===== src/rtl/lapp_pkg.sv =====
// Shared types, codes and constants of the looping audio packet pacer.
package lapp_pkg;

	localparam int unsigned MODE_W    = 2;
	localparam int unsigned SPEED_W   = 8;
	localparam int unsigned KIND_W    = 2;
	localparam int unsigned OFFSET_W  = 29;
	localparam int unsigned AMOUNT_W  = 24;
	localparam int unsigned CFG_IDX_W = 2;
	localparam int unsigned CFG_DAT_W = 24;
	localparam int unsigned RATE_W    = 18;
	localparam int unsigned CHAN_W    = 4;
	localparam int unsigned DEPTH_W   = 6;

	localparam logic [MODE_W-1:0] OP_TICK    = 2'd0;
	localparam logic [MODE_W-1:0] OP_PAUSE   = 2'd1;
	localparam logic [MODE_W-1:0] OP_RESTART = 2'd2;
	localparam logic [MODE_W-1:0] OP_SPEED   = 2'd3;

	localparam logic [KIND_W-1:0] KIND_START_NAMED = 2'd0;
	localparam logic [KIND_W-1:0] KIND_START       = 2'd1;
	localparam logic [KIND_W-1:0] KIND_AUDIO       = 2'd2;

	localparam logic [CFG_IDX_W-1:0] REG_SAMPLE_RATE   = 2'd0;
	localparam logic [CFG_IDX_W-1:0] REG_CHANNELS      = 2'd1;
	localparam logic [CFG_IDX_W-1:0] REG_BIT_DEPTH     = 2'd2;
	localparam logic [CFG_IDX_W-1:0] REG_TRACK_SAMPLES = 2'd3;

	localparam logic [RATE_W-1:0]   RST_SAMPLE_RATE   = 18'd44100;
	localparam logic [CHAN_W-1:0]   RST_CHANNELS      = 4'd2;
	localparam logic [DEPTH_W-1:0]  RST_BIT_DEPTH     = 6'd16;
	localparam logic [AMOUNT_W-1:0] RST_TRACK_SAMPLES = 24'd1;

	localparam logic [SPEED_W-1:0] SPEED_NORMAL = 8'd100;
	localparam logic [SPEED_W-1:0] SPEED_MIN    = 8'd75;
	localparam logic [SPEED_W-1:0] SPEED_MAX    = 8'd150;

	localparam int unsigned RATE_SCALE = 100000;

	localparam logic [AMOUNT_W-1:0] AMOUNT_MAX = '1;

	typedef struct packed {
		logic [MODE_W-1:0]  op;
		logic [SPEED_W-1:0] speed;
	} cmd_t;

	typedef struct packed {
		logic [KIND_W-1:0]   kind;
		logic [OFFSET_W-1:0] byte_offset;
		logic [AMOUNT_W-1:0] amount;
		logic                last;
	} result_t;

	function automatic logic [AMOUNT_W-1:0] sat_amount(input logic [OFFSET_W-1:0] v);
		logic [AMOUNT_W-1:0] r;
		if (v > OFFSET_W'(AMOUNT_MAX)) begin
			r = AMOUNT_MAX;
		end else begin
			r = v[AMOUNT_W-1:0];
		end
		return r;
	endfunction

endpackage


===== src/rtl/lapp_fifo.sv =====
// Small first-in first-out queue built from a register array.
module lapp_fifo #(
	parameter int unsigned WIDTH = 8,
	parameter int unsigned DEPTH = 4
) (
	input  logic             clk,
	input  logic             arst_n,
	input  logic             wr_en,
	input  logic [WIDTH-1:0] wr_data,
	output logic             full,
	input  logic             rd_en,
	output logic [WIDTH-1:0] rd_data,
	output logic             empty
);

	localparam int unsigned PTR_W = (DEPTH > 1) ? $clog2(DEPTH) : 1;
	localparam int unsigned CNT_W = $clog2(DEPTH + 1);

	logic [WIDTH-1:0] mem_q [DEPTH];
	logic [PTR_W-1:0] wr_ptr_q;
	logic [PTR_W-1:0] rd_ptr_q;
	logic [CNT_W-1:0] count_q;
	logic             do_wr;
	logic             do_rd;

	assign full    = (count_q == CNT_W'(DEPTH));
	assign empty   = (count_q == '0);
	assign do_wr   = wr_en && !full;
	assign do_rd   = rd_en && !empty;
	assign rd_data = mem_q[rd_ptr_q];

	always_ff @(posedge clk or negedge arst_n) begin
		if (!arst_n) begin
			wr_ptr_q <= '0;
			rd_ptr_q <= '0;
			count_q  <= '0;
		end else begin
			if (do_wr) begin
				wr_ptr_q <= (wr_ptr_q == PTR_W'(DEPTH - 1)) ? '0 : wr_ptr_q + 1'b1;
			end
			if (do_rd) begin
				rd_ptr_q <= (rd_ptr_q == PTR_W'(DEPTH - 1)) ? '0 : rd_ptr_q + 1'b1;
			end
			if (do_wr && !do_rd) begin
				count_q <= count_q + 1'b1;
			end else if (do_rd && !do_wr) begin
				count_q <= count_q - 1'b1;
			end
		end
	end

	always_ff @(posedge clk) begin
		if (do_wr) begin
			mem_q[wr_ptr_q] <= wr_data;
		end
	end

endmodule


===== src/rtl/lapp_front.sv =====
// Front end: decodes an incoming item into a command and saturates the speed.
module lapp_front (
	input  logic [lapp_pkg::MODE_W-1:0]  mode,
	input  logic [lapp_pkg::SPEED_W-1:0] speed_percent,
	output lapp_pkg::cmd_t               cmd
);

	always_comb begin
		cmd.speed = speed_percent;
		if (speed_percent < lapp_pkg::SPEED_MIN) begin
			cmd.speed = lapp_pkg::SPEED_MIN;
		end else if (speed_percent > lapp_pkg::SPEED_MAX) begin
			cmd.speed = lapp_pkg::SPEED_MAX;
		end
		unique case (mode)
			lapp_pkg::OP_PAUSE:   cmd.op = lapp_pkg::OP_PAUSE;
			lapp_pkg::OP_RESTART: cmd.op = lapp_pkg::OP_RESTART;
			lapp_pkg::OP_SPEED:   cmd.op = lapp_pkg::OP_SPEED;
			default:              cmd.op = lapp_pkg::OP_TICK;
		endcase
	end

endmodule


===== src/rtl/lapp_back.sv =====
// Back end: packet size computation, tick splitting and result emission.
module lapp_back #(
	parameter int unsigned MAX_PACKET_BYTES = 4096,
	parameter int unsigned PERIOD_MS        = 5
) (
	input  logic                            clk,
	input  logic                            arst_n,
	input  logic                            cfg_we,
	input  logic [lapp_pkg::CFG_IDX_W-1:0]  cfg_index,
	input  logic [lapp_pkg::CFG_DAT_W-1:0]  cfg_data,
	input  lapp_pkg::cmd_t                  cmd,
	input  logic                            cmd_valid,
	output logic                            cmd_pop,
	output lapp_pkg::result_t               res,
	output logic                            res_push,
	input  logic                            res_full
);

	localparam int unsigned QW    = $clog2(MAX_PACKET_BYTES + 1);
	localparam int unsigned DW    = QW + 17;
	localparam int unsigned CW    = $clog2(QW);
	localparam int unsigned PERW  = $clog2(PERIOD_MS + 1);
	localparam int unsigned P1W   = lapp_pkg::RATE_W + lapp_pkg::SPEED_W;
	localparam int unsigned P2W   = P1W + 7;
	localparam int unsigned P3W   = P2W + PERW;
	localparam int unsigned FBW   = lapp_pkg::CHAN_W + lapp_pkg::DEPTH_W;
	localparam int unsigned TRW   = lapp_pkg::AMOUNT_W + FBW;
	localparam int unsigned OW    = lapp_pkg::OFFSET_W;
	localparam logic [63:0] LIMIT = 64'(MAX_PACKET_BYTES + 1) * 64'(lapp_pkg::RATE_SCALE);
	localparam int unsigned XW    = $clog2(LIMIT);
	localparam int unsigned SH    = XW + $clog2(lapp_pkg::RATE_SCALE);
	localparam int unsigned MW    = XW + 1;
	localparam int unsigned RPW   = XW + MW;
	localparam logic [63:0] RECIP = ((64'd1 << SH) + 64'(lapp_pkg::RATE_SCALE) - 64'd1)
	                                / 64'(lapp_pkg::RATE_SCALE);

	localparam logic [3:0] ST_IDLE = 4'd0;
	localparam logic [3:0] ST_RC0  = 4'd1;
	localparam logic [3:0] ST_RC1  = 4'd2;
	localparam logic [3:0] ST_RC2  = 4'd3;
	localparam logic [3:0] ST_RC3  = 4'd4;
	localparam logic [3:0] ST_DIV2 = 4'd6;
	localparam logic [3:0] ST_TICK = 4'd7;
	localparam logic [3:0] ST_EMIT = 4'd8;

	localparam logic [1:0] STEP_TS0  = 2'd0;
	localparam logic [1:0] STEP_SEG  = 2'd1;
	localparam logic [1:0] STEP_TS1  = 2'd2;
	localparam logic [1:0] STEP_HEAD = 2'd3;

	logic [3:0]                          state_q;
	logic [1:0]                          step_q;
	logic                                pend_q;
	logic                                paused_q;
	logic [lapp_pkg::SPEED_W-1:0]        speed_q;
	logic [OW-1:0]                       read_index_q;
	logic [lapp_pkg::RATE_W-1:0]         sample_rate_q;
	logic [lapp_pkg::CHAN_W-1:0]         channels_q;
	logic [lapp_pkg::DEPTH_W-1:0]        bit_depth_q;
	logic [lapp_pkg::AMOUNT_W-1:0]       track_q;

	logic [6:0]                          bpf_q;
	logic [P1W-1:0]                      prod1_q;
	logic [P2W-1:0]                      prod2_q;
	logic [P3W-1:0]                      prod3_q;
	logic [TRW-1:0]                      tot_raw_q;
	logic [OW-1:0]                       total_q;
	logic [QW-1:0]                       bytes_q;
	logic [QW-1:0]                       packet_size_q;
	logic [DW-1:0]                       div_rem_q;
	logic [DW-1:0]                       div_den_q;
	logic [QW-1:0]                       div_quo_q;
	logic [CW-1:0]                       div_cnt_q;
	logic [OW-1:0]                       off_q;
	logic [lapp_pkg::AMOUNT_W-1:0]       seg_amt_q;
	logic [lapp_pkg::AMOUNT_W-1:0]       head_amt_q;
	logic                                fits_q;

	logic [FBW-1:0]                      frame_bits;
	logic [TRW-3-1:0]                    tot_bytes;
	logic [DW-1:0]                       bpf_den;
	logic                                rc_clamp;
	logic [RPW-1:0]                      rc_prod;
	logic [QW-1:0]                       rc_bytes;
	logic                                div_ge;
	logic [DW-1:0]                       div_rem_nxt;
	logic [QW-1:0]                       div_quo_nxt;
	logic                                div_last;
	logic [OW:0]                         tk_sum;
	logic                                tk_fits;
	logic [OW-1:0]                       tk_tail;
	logic [OW:0]                         tk_diff;
	logic [OW-1:0]                       tk_head;
	logic [OW-1:0]                       tk_next;
	logic                                emit_done;

	assign frame_bits = FBW'(channels_q) * FBW'(bit_depth_q);
	assign tot_bytes  = tot_raw_q[TRW-1:3];
	assign bpf_den    = DW'({bpf_q, {(QW - 1){1'b0}}});

	assign rc_clamp = (64'(prod3_q) >= LIMIT);
	assign rc_prod  = RPW'(prod3_q[XW-1:0]) * RPW'(RECIP[MW-1:0]);
	assign rc_bytes = rc_clamp ? QW'(MAX_PACKET_BYTES) : rc_prod[SH +: QW];

	assign div_ge      = (div_rem_q >= div_den_q);
	assign div_rem_nxt = div_ge ? div_rem_q - div_den_q : div_rem_q;
	assign div_quo_nxt = {div_quo_q[QW-2:0], div_ge};
	assign div_last    = (div_cnt_q == '0);

	assign tk_sum  = (OW + 1)'(read_index_q) + (OW + 1)'(packet_size_q);
	assign tk_fits = (tk_sum <= (OW + 1)'(total_q));
	assign tk_tail = (read_index_q < total_q) ? total_q - read_index_q : '0;
	assign tk_diff = tk_sum - (OW + 1)'(total_q);
	assign tk_head = (tk_diff > (OW + 1)'(total_q)) ? total_q : tk_diff[OW-1:0];
	assign tk_next = tk_fits ? tk_sum[OW-1:0] : tk_head;

	assign cmd_pop   = (state_q == ST_IDLE) && !pend_q && cmd_valid;
	assign res_push  = (state_q == ST_EMIT) && !res_full;
	assign emit_done = ((step_q == STEP_SEG) && fits_q) || (step_q == STEP_HEAD);

	always_comb begin
		res = '0;
		case (step_q)
			STEP_TS0: begin
				res.kind   = lapp_pkg::KIND_START_NAMED;
				res.amount = track_q;
			end
			STEP_SEG: begin
				res.kind        = lapp_pkg::KIND_AUDIO;
				res.byte_offset = off_q;
				res.amount      = seg_amt_q;
				res.last        = fits_q;
			end
			STEP_TS1: begin
				res.kind   = lapp_pkg::KIND_START;
				res.amount = track_q;
			end
			default: begin
				res.kind   = lapp_pkg::KIND_AUDIO;
				res.amount = head_amt_q;
				res.last   = 1'b1;
			end
		endcase
	end

	always_ff @(posedge clk or negedge arst_n) begin
		if (!arst_n) begin
			state_q       <= ST_IDLE;
			step_q        <= STEP_SEG;
			pend_q        <= 1'b1;
			paused_q      <= 1'b0;
			speed_q       <= lapp_pkg::SPEED_NORMAL;
			read_index_q  <= '0;
			sample_rate_q <= lapp_pkg::RST_SAMPLE_RATE;
			channels_q    <= lapp_pkg::RST_CHANNELS;
			bit_depth_q   <= lapp_pkg::RST_BIT_DEPTH;
			track_q       <= lapp_pkg::RST_TRACK_SAMPLES;
		end else begin
			if (cfg_we) begin
				pend_q <= 1'b1;
				unique case (cfg_index)
					lapp_pkg::REG_SAMPLE_RATE:
						sample_rate_q <= cfg_data[lapp_pkg::RATE_W-1:0];
					lapp_pkg::REG_CHANNELS:
						channels_q <= cfg_data[lapp_pkg::CHAN_W-1:0];
					lapp_pkg::REG_BIT_DEPTH:
						bit_depth_q <= cfg_data[lapp_pkg::DEPTH_W-1:0];
					default:
						track_q <= cfg_data[lapp_pkg::AMOUNT_W-1:0];
				endcase
			end
			unique case (state_q)
				ST_IDLE: begin
					if (pend_q) begin
						if (!cfg_we) begin
							pend_q <= 1'b0;
						end
						state_q <= ST_RC0;
					end else if (cmd_valid) begin
						unique case (cmd.op)
							lapp_pkg::OP_PAUSE:   paused_q <= !paused_q;
							lapp_pkg::OP_RESTART: read_index_q <= '0;
							lapp_pkg::OP_SPEED: begin
								speed_q <= cmd.speed;
								pend_q  <= 1'b1;
							end
							default: begin
								if (!paused_q) begin
									state_q <= ST_TICK;
								end
							end
						endcase
					end
				end
				ST_RC0: state_q <= ST_RC1;
				ST_RC1: state_q <= ST_RC2;
				ST_RC2: state_q <= ST_RC3;
				ST_RC3: begin
					if (bpf_q == '0) begin
						state_q <= ST_IDLE;
					end else begin
						state_q <= ST_DIV2;
					end
				end
				ST_DIV2: begin
					if (div_last) begin
						state_q <= ST_IDLE;
					end
				end
				ST_TICK: begin
					read_index_q <= tk_next;
					step_q       <= (read_index_q == '0) ? STEP_TS0 : STEP_SEG;
					state_q      <= ST_EMIT;
				end
				ST_EMIT: begin
					if (!res_full) begin
						if (emit_done) begin
							state_q <= ST_IDLE;
						end else begin
							step_q <= step_q + 1'b1;
						end
					end
				end
				default: state_q <= ST_IDLE;
			endcase
		end
	end

	always_ff @(posedge clk) begin
		case (state_q)
			ST_RC0: begin
				bpf_q     <= frame_bits[FBW-1:3];
				prod1_q   <= P1W'(sample_rate_q) * P1W'(speed_q);
				tot_raw_q <= TRW'(track_q) * TRW'(frame_bits);
			end
			ST_RC1: begin
				prod2_q <= P2W'(prod1_q) * P2W'(bpf_q);
				total_q <= (tot_bytes > (TRW - 3)'({OW{1'b1}})) ? '1 : tot_bytes[OW-1:0];
			end
			ST_RC2: begin
				prod3_q <= P3W'(prod2_q) * P3W'(PERIOD_MS);
			end
			ST_RC3: begin
				div_cnt_q <= CW'(QW - 1);
				div_quo_q <= '0;
				div_den_q <= bpf_den;
				bytes_q   <= rc_bytes;
				div_rem_q <= DW'(rc_bytes);
				if (bpf_q == '0) begin
					packet_size_q <= '0;
				end
			end
			ST_DIV2: begin
				div_rem_q <= div_rem_nxt;
				div_den_q <= div_den_q >> 1;
				div_quo_q <= div_quo_nxt;
				div_cnt_q <= div_cnt_q - 1'b1;
				if (div_last) begin
					packet_size_q <= bytes_q - QW'(div_rem_nxt);
				end
			end
			ST_TICK: begin
				off_q      <= read_index_q;
				fits_q     <= tk_fits;
				seg_amt_q  <= tk_fits ? lapp_pkg::AMOUNT_W'(packet_size_q)
				                      : lapp_pkg::sat_amount(tk_tail);
				head_amt_q <= lapp_pkg::sat_amount(tk_head);
			end
			default: ;
		endcase
	end

endmodule


===== src/rtl/looping_audio_packet_pacer.sv =====
// Top level of the looping audio packet pacer.
// Items enter through a queue-style port: an item transfers when push is high
// and full is low. Mode 0 is a tick, 1 toggles pause, 2 restarts at offset zero
// and 3 sets the speed, saturated to 75..150 percent.
// Results leave through a queue-style port: the oldest result is shown while
// empty is low and transfers when pop is high. A tick gives one to four results
// (track start, audio segments), with last set on its final one.
// Registers are written with cfg_we, cfg_index and cfg_data; the user must write them
// only while the block is idle, which the block itself does not enforce. Every
// register write or speed change recomputes the packet size: states ST_RC0 to ST_RC3
// form the products, with the division by 100000 done as a reciprocal multiply, then
// ST_DIV2 runs a one-bit-per-cycle division by the frame size. A tick passes through
// ST_TICK and emits its results from ST_EMIT; pause and restart act in the idle state.
// Reset clears both queues, loads the register defaults and starts a packet size
// computation before the first item is executed.
// When the receiver stalls, the result queue fills and then the command queue,
// after which full is raised; nothing is lost.
module looping_audio_packet_pacer #(
	parameter int unsigned MAX_PACKET_BYTES = 4096,
	parameter int unsigned PERIOD_MS        = 5
) (
	input  logic                           clk,
	input  logic                           arst_n,
	input  logic                           cfg_we,
	input  logic [lapp_pkg::CFG_IDX_W-1:0] cfg_index,
	input  logic [lapp_pkg::CFG_DAT_W-1:0] cfg_data,
	input  logic                           push,
	output logic                           full,
	input  logic [lapp_pkg::MODE_W-1:0]    mode,
	input  logic [lapp_pkg::SPEED_W-1:0]   speed_percent,
	output logic                           empty,
	input  logic                           pop,
	output logic [lapp_pkg::KIND_W-1:0]    kind,
	output logic [lapp_pkg::OFFSET_W-1:0]  byte_offset,
	output logic [lapp_pkg::AMOUNT_W-1:0]  amount,
	output logic                           last
);

	localparam int unsigned CMD_W = $bits(lapp_pkg::cmd_t);
	localparam int unsigned RES_W = $bits(lapp_pkg::result_t);

	lapp_pkg::cmd_t    cmd_in;
	lapp_pkg::cmd_t    cmd_out;
	lapp_pkg::result_t res_in;
	lapp_pkg::result_t res_out;
	logic [CMD_W-1:0]  cmd_bits;
	logic [RES_W-1:0]  res_bits;
	logic              cmd_empty;
	logic              cmd_pop;
	logic              res_push;
	logic              res_full;

	lapp_front u_front (
		.mode          (mode),
		.speed_percent (speed_percent),
		.cmd           (cmd_in)
	);

	lapp_fifo #(
		.WIDTH (CMD_W),
		.DEPTH (4)
	) u_cmd_fifo (
		.clk     (clk),
		.arst_n  (arst_n),
		.wr_en   (push),
		.wr_data (cmd_in),
		.full    (full),
		.rd_en   (cmd_pop),
		.rd_data (cmd_bits),
		.empty   (cmd_empty)
	);

	assign cmd_out = lapp_pkg::cmd_t'(cmd_bits);

	lapp_back #(
		.MAX_PACKET_BYTES (MAX_PACKET_BYTES),
		.PERIOD_MS        (PERIOD_MS)
	) u_back (
		.clk       (clk),
		.arst_n    (arst_n),
		.cfg_we    (cfg_we),
		.cfg_index (cfg_index),
		.cfg_data  (cfg_data),
		.cmd       (cmd_out),
		.cmd_valid (!cmd_empty),
		.cmd_pop   (cmd_pop),
		.res       (res_in),
		.res_push  (res_push),
		.res_full  (res_full)
	);

	lapp_fifo #(
		.WIDTH (RES_W),
		.DEPTH (4)
	) u_res_fifo (
		.clk     (clk),
		.arst_n  (arst_n),
		.wr_en   (res_push),
		.wr_data (res_in),
		.full    (res_full),
		.rd_en   (pop),
		.rd_data (res_bits),
		.empty   (empty)
	);

	assign res_out     = lapp_pkg::result_t'(res_bits);
	assign kind        = res_out.kind;
	assign byte_offset = res_out.byte_offset;
	assign amount      = res_out.amount;
	assign last        = res_out.last;

endmodule

===== config.mk =====
export PLATFORM = sky130hd
export DESIGN_NAME = looping_audio_packet_pacer
export DESIGN_NICKNAME = d
export VERILOG_FILES = /design/src/rtl/lapp_pkg.sv /design/src/rtl/lapp_fifo.sv /design/src/rtl/lapp_front.sv /design/src/rtl/lapp_back.sv /design/src/rtl/looping_audio_packet_pacer.sv
export SDC_FILE = /design/constraint.sdc
export NUM_CORES = 2
export LEC_CHECK = 0
export ABC_CLOCK_PERIOD_IN_PS = 10900
export BUFFER_PORTS_ARGS = -buffer_cell sky130_fd_sc_hd__buf_4
export CORE_MARGIN = 1.5
export CORE_UTILIZATION = 50
export CTS_BUF_LIST = sky130_fd_sc_hd__clkbuf_8
export DETAILED_ROUTE_END_ITERATION = 7
export GPL_TIMING_DRIVEN = 0
export PLACE_DENSITY = 0.66
export SYNTH_ARGS = -nofsm -noshare
export SYNTH_HDL_FRONTEND = slang
export SYNTH_SLANG_ARGS = --single-unit

===== constraint.sdc =====
create_clock -name clk -period 10.9 [get_ports clk]
set_input_delay 1.09 -clock clk [delete_from_list [all_inputs] [get_ports clk]]
set_output_delay 1.09 -clock clk [all_outputs]
set_load 0.02 [all_outputs]

==> Word level (Yosys, flattened, before mapping) <==
Memory sizes are Yosys's and may differ from the RTL's.
Cells that the tools add are included.
{ "classes": {"addsub": 15, "n_mul": 6, "n_lt_le_gt_ge": 10, "eq_ne": 36, "mux": 55, "bitwise_logic": 3, "n_reduce_logical": 50} }
{ "op_table": {"columns": ["cell", "n"], "rows": [
  ["29-bit 2-to-1 mux", 7],
  ["30-bit case mux with 2 select lines", 2],
  ["29-bit by 24-bit > comparator with 1-bit output (second input constant)", 2],
  ["29-bit by 29-bit multiplier with 58-bit output (second input constant)", 1],
  ["29-bit case mux with 2 select lines", 1],
  ["13-bit 2-to-1 mux", 4],
  ["24-bit case mux with 2 select lines", 1],
  ["36-bit by 29-bit >= comparator with 1-bit output (second input constant)", 1],
  ["33-bit by 3-bit multiplier with 36-bit output (second input constant)", 1],
  ["24-bit by 10-bit multiplier with 34-bit output", 1],
  ["26-bit by 7-bit multiplier with 33-bit output", 1],
  ["4-bit case mux with 8 select lines", 1],
  ["31-bit by 29-bit > comparator with 1-bit output (second input constant)", 1],
  ["29-bit by 13-bit adder with 30-bit output", 1],
  ["30-bit >= comparator", 1],
  ["30-bit by 29-bit > comparator with 1-bit output", 1],
  ["30-bit by 29-bit <= comparator with 1-bit output", 1],
  ["30-bit 2-to-1 mux", 1],
  ["30-bit by 29-bit subtractor with 30-bit output", 1],
  ["30-bit subtractor", 1],
  ["29-bit zero test", 1],
  ["29-bit less-than comparator", 1],
  ["29-bit subtractor", 1],
  ["4-bit 2-to-1 mux", 7],
  ["44 further kinds", 134]
]} }
{ "totals": {"ff_bits": 444, "mem_bits_rw": 264, "out_inout_bits": 58, "elab_cells": 210, "memories": 2} }
{ "memory_table": {"columns": ["memory", "depth", "width", "rd", "rd_clocked_by_memory_dff", "write_ports", "line", "text"], "rows": [
  ["u_res_fifo.mem_q", 4, 56, 1, 0, 1, "lapp_fifo.sv:19", "logic [WIDTH-1:0] mem_q [DEPTH];"],
  ["u_cmd_fifo.mem_q", 4, 10, 1, 0, 1, "lapp_fifo.sv:19", null]
]} }

==> Depth between registers and ports, before layout <==
{ "logic_depth": {"depth_word": 8, "ltp_mapped": 35, "depth_no_buf": 33} }

==> Modules after synthesis <==
A second synthesis with hierarchy kept.
{ "unflattened": {"hier_cells": 6247, "hier_area_um2": 67136.9} }
{ "by_module_without_submodules": {"columns": ["module", "n_inst", "cells_per_inst", "area_per_inst_um2"], "rows": [
  ["lapp_back", 1, 5803, 56555.5],
  ["lapp_fifo at u_res_fifo", 1, 330, 8546.9],
  ["lapp_fifo at u_cmd_fifo", 1, 89, 1895.6],
  ["lapp_front", 1, 24, 135.1],
  ["looping_audio_packet_pacer", 1, 1, 3.8]
]} }

==> Least setup slack after synthesis <==
No wires, ideal clock.
{ "synth_path": {"path_type": "flip-flop to flip-flop", "from": "reg u_back.channels_q[1] in the netlist's numbering", "to": "reg u_back.tot_raw_q[28], data pin", "setup_ns": 0.258, "t_arrival_ns": 8.080, "t_required_ns": 10.642, "setup_slack_ns": 2.562, "stages_incl_launch_ff": 35, "path_buffers": 1, "path_cell_list": "dfstp_2 > nand2_1 > fa_1 > inv_1 > fa_1 > ha_1 > a21o_1 > a21oi_1 > o21bai_1 > a21oi_1 > o21bai_1 > a21oi_1 > xnor2_1 > clkbuf_1 > and2_1 > fa_1 > inv_1 > fa_1 > fa_1 > inv_1 > fa_1 > inv_1 > fa_1 > inv_1 > ha_1 > a21o_1 > a21o_1 > a21o_1 > a221oi_1 > a21bo_2 > a2111oi_0 > a21oi_1 > a21o_1 > a21oi_1 > xnor2_1"} }
{ "synth_via": {"elab_chain_len": 2} }
{ "synth_rtl": {"columns": ["item", "line", "text"], "rows": [
  ["start: declaration", "lapp_back.sv:58", "logic [lapp_pkg::CHAN_W-1:0] channels_q;"],
  ["start signal: assignment", "lapp_back.sv:155", "channels_q <= lapp_pkg::RST_CHANNELS;"],
  ["start signal: assignment", "lapp_back.sv:165", "channels_q <= cfg_data[lapp_pkg::CHAN_W-1:0];"],
  ["4-bit by 6-bit multiplier with 10-bit output", "lapp_back.sv:97", "assign frame_bits = FBW'(channels_q) * FBW'(bit_depth_q);"],
  ["24-bit by 10-bit multiplier with 34-bit output", "lapp_back.sv:234", "tot_raw_q <= TRW'(track_q) * TRW'(frame_bits);"],
  ["end signal: assignment", "lapp_back.sv:234", null],
  ["end: declaration", "lapp_back.sv:66", "logic [TRW-1:0] tot_raw_q;"]
]} }
Every way passes these cells.
A chain may end at the register's enable or synchronous reset.

==> Worst setup path after layout <==
{ "layout_path": {"from": "reg u_back.bit_depth_q[0] in the netlist's numbering", "to": "reg u_back.tot_raw_q[33], data pin"} }
{ "layout_via": {"elab_chain_len": 2} }
{ "layout_rtl": {"columns": ["item", "line", "text"], "rows": [
  ["start: declaration", "lapp_back.sv:59", "logic [lapp_pkg::DEPTH_W-1:0] bit_depth_q;"],
  ["start signal: assignment", "lapp_back.sv:156", "bit_depth_q <= lapp_pkg::RST_BIT_DEPTH;"],
  ["start signal: assignment", "lapp_back.sv:167", "bit_depth_q <= cfg_data[lapp_pkg::DEPTH_W-1:0];"],
  ["4-bit by 6-bit multiplier with 10-bit output", "lapp_back.sv:97", null],
  ["via u_back.frame_bits[9]", "lapp_back.sv:79", "logic [FBW-1:0] frame_bits;"],
  ["24-bit by 10-bit multiplier with 34-bit output", "lapp_back.sv:234", null]
]} }
The timed path passes the listed nets, and every way through them passes these cells.

==> results by group <==
Outcome
  – Status: finished, violations left
  – Failing checks: capacitance limit, slew limit

Global routing
  – Antenna violations before repair: 9
  – GR Util All Layers: between 20% and 30%
  – First-pass GRT wire length: around 270,000 µm
  – Remaining global-route overflow: 0
  – Vias in the first global route: 47,300
  – Largest net degree at the start of global routing: 72

Yosys
  – Synth Area in Compound Gates: 8.59%
  – Yosys top cell by area: edfxtp_1
  – Syn Std Cell Area: 0.0667 mm²
  – Register area share after synthesis: a little under a third
  – Number of enable flip-flop cells after synthesis: 583
  – Synth Area in XOR/XNOR: 3.10%
  – Largest family of logic cells by synthesized area: adder cells
  – Synth top area share: 26.3%
  – Synth Area in Simple Gates: 10.4%
  – Synth Warn #: 0
  – Post-synthesis mux area share: between 4 and 5%
  – Ranking of synthesized cells by area: edfxtp_1, fa_1, ha_1
  – Ys async rst share: ~16%
  – Post-synthesis adder-cell area fraction: 36.4%
  – Yosys cell types: 84
  – Predominant post-synthesis flop cell: edfxtp_1
  – Syn nets: around 7,700
  – Syn_area_per_cell: 10.9 µm²
  – Mapped Cells: 6,133
  – FF+latch count, synth: 694

Floorplanning
  – Row cnt: 133
  – Die height: 368 µm
  – DIE WIDTH: 368 µm
  – Die area: 0.136 mm²
  – I/O Pins: 99
  – Placeable Area: roughly 0.13 mm²
  – Initial Util: 50.5%

STA
  – Final setup viols: 0
  – RSZ-0062 raised after global routing: false
  – Peak Freq: just under 0.1 GHz
  – Fin Clk Skew: about 0.088 ns
  – Setup_tns: 0 ns
  – Min Tclk post-route: ~10 ns
  – Slew margin rel.: -0.0250%
  – Final Max Tran Viols: 1
  – Tightest Pin Transition: 1.48 ns
  – Final Hold Vio Count: 0
  – Final worst path period share: 92.6%

Placement
  – Placed Area: 0.0698 mm²
  – Detailed placement HPWL: between 100,000 and 150,000 µm
  – Gp weighted congestion: 0.933
  – IO buf count: 96
  – Placed insts: 7,991

Layout
  – Area of the multi-input gates: ~0.042 mm²
  – Final Non-Filler Cells: 8,219
  – Fraction of layout cells with a size suffix above 1: ~7.3%
  – Seq. cell area: 0.0203 mm²
  – Fill cells: around 11,000
  – Design Area, Final: 0.0725 mm²
  – Fin util: about 55%
  – Final #Nets: 7,902
  – Area delta synth->final: 8.82%

Drt
  – Vias per inst: 5.56
  – DR WL/cell: a little over 20 µm
  – Drt pass-1 iters: 5
  – Total Wirelength: 168,000 µm
  – Antenna-violating nets left: 0
  – DRC viols: 0
  – Iteration-0 DRC Markers: 3,421
  – Vias: about 46,000

Hold path
  – Hold Crit Class: in -> async

Worst setup path
  – Worst-path maximum fanout: 10
  – Worst EP required: approximately 11 ns
  – Crit path arrival time: between 10 and 15 ns
  – Reg-to-reg startpoint: u_back.bit_depth_q[0]
  – WS Path Type: reg -> reg
  – CP max stage delay: 0.66 ns
  – CP startpoint: u_back.bit_depth_q[0]
  – Worst Setup End Kind: flop
  – CP max stage cell: clkbuf_1
  – CP most frequent cell: fa_1
  – Worst setup SP type: flop

Clock tree
  – Skew-Pair Late Insertion Delay: 0.87 ns
  – CTS tree: built
  – CTS root buf: clkbuf_8
  – CTS buffer count: around 120
  – Setup repair bufs after CTS: 0
  – PostCTS Resize Cnt: 0
  – Deepest level of the CTS H-tree: 3
  – # clock sinks: 694
  – Longest Clk Path Bufs: 3
  – Hold_buf cts: 0
  – Clock transition at path regs: approximately 0.070 ns

Run
  – Max Cap Viol: 1
cells by family after synthesis:
| logic type | after synthesis |
|---|---|
| muxes | 176 |
| adders and majority gates | 1506 |
| and+or+nand+nor | 1399 |
| xor gates and xnor gates | 236 |
| buffers and inverters | 1233 |
| DFF | 694 |
| AOI/OAI and AO/OA | 889 |
synthesized netlist by cell type, drive strengths merged (38+ instances only):
library cell     n
xor2            67
o21ai          214
and2           296
mux2i           43
a21oi          241
nand3           59
o21a            48
clkbuf         163
ha             780
fa             726
mux2            67
nand2b          43
nor3            75
nor2b           38
dfrtp           97
inv           1046
nand2          511
edfxtp         583
xnor2          169
nor2           182
a22oi           47
a21o           102
mux4            66
or3             50
per-stage QoR:
step / hold slack [ns] / setup slack (ns)
5_1_grt: 0.183 / 0.267
6_report: 0.208 / 0.806
3_5_place_dp: 0.434 / 0.869
3_3_place_gp: 0.431 / 1.06
2_1_floorplan: 0.423 / 2.56
4_1_cts: 0.138 / 0.843
worst max-delay path: cells and delay by family, from the launching register on:
kind | cells | cell delay, ns
adders and majority gates | 9 | 3.85
AOI/OAI and AO/OA | 13 | 3.26
buffers and inverters | 6 | 1.25
and+or+nand+nor | 4 | 0.55
xor gates and xnor gates | 2 | 0.48
DFF | 1 | 0.47
layer usage:
metal / vias up / share of wire (%) / track usage [%]
li1: 21100 / - / -
met1: 22900 / 44 / 35.6
met2: 1446 / 46 / 40.0
met3: 221 / 7.6 / 4.95
met4: 10 / 2.2 / 6.29
met5: - / 0.038 / 0
cell type report:
class,instances,area share (%)
Multi-Input combinational cell,4206,57.5
Sequential cell,694,28.0
Inverter,1046,5.42
Tap cell,1755,3.03
Clock buffer,125,2.37
Clock inverter,98,1.43
Timing Repair Buffer,103,1.21
Buffer,187,1.02
Antenna cell,5,0.0172
state kept, by name, summed over array words and instances, names as in the netlist, 30 cells and up:
name	count
u_back.prod3_q	36
u_res_fifo.mem_q	224
u_back.prod2_q	33
u_back.div_rem_q	30
u_cmd_fifo.mem_q	40
u_back.tot_raw_q	31
path summary, 6_finish.rpt:
check / to / slack (ns) / cells past startpoint
min in group clk: u_back.off_q[14] / 0.45 / 0
worst min-delay path: u_back.track_q[23] / 0.21 / 1
max in group asynchronous: u_back.read_index_q[20] / 9.88 / 2
worst min register to register: u_back.off_q[14] / 0.45 / 0
worst max register to register: u_back.tot_raw_q[33] / 0.81 / 34
worst max-delay path: u_back.tot_raw_q[33] / 0.81 / 34
layout by cell type (no fill, tap or decap), drive strengths merged, types with 14 or more instances in the layout:
master	count
a211oi	23
a21o	102
a21oi	241
a22oi	47
a31oi	21
and2	296
and3	34
buf	127
bufinv	18
clkbuf	288
clkinv	46
dfrtp	97
dfstp	14
edfxtp	583
fa	726
ha	780
inv	1078
mux2	67
mux2i	43
mux4	66
nand2	511
nand2b	43
nand3	59
nand4	37
nor2	182
nor2b	38
nor3	75
nor4	32
o211ai	17
o21a	48
o21ai	214
o21bai	31
o22a	25
or3	50
xnor2	169
xor2	67
Power is not shown: default switching activity piles up to over one toggle a cycle in this logic, so the estimate is an artifact.
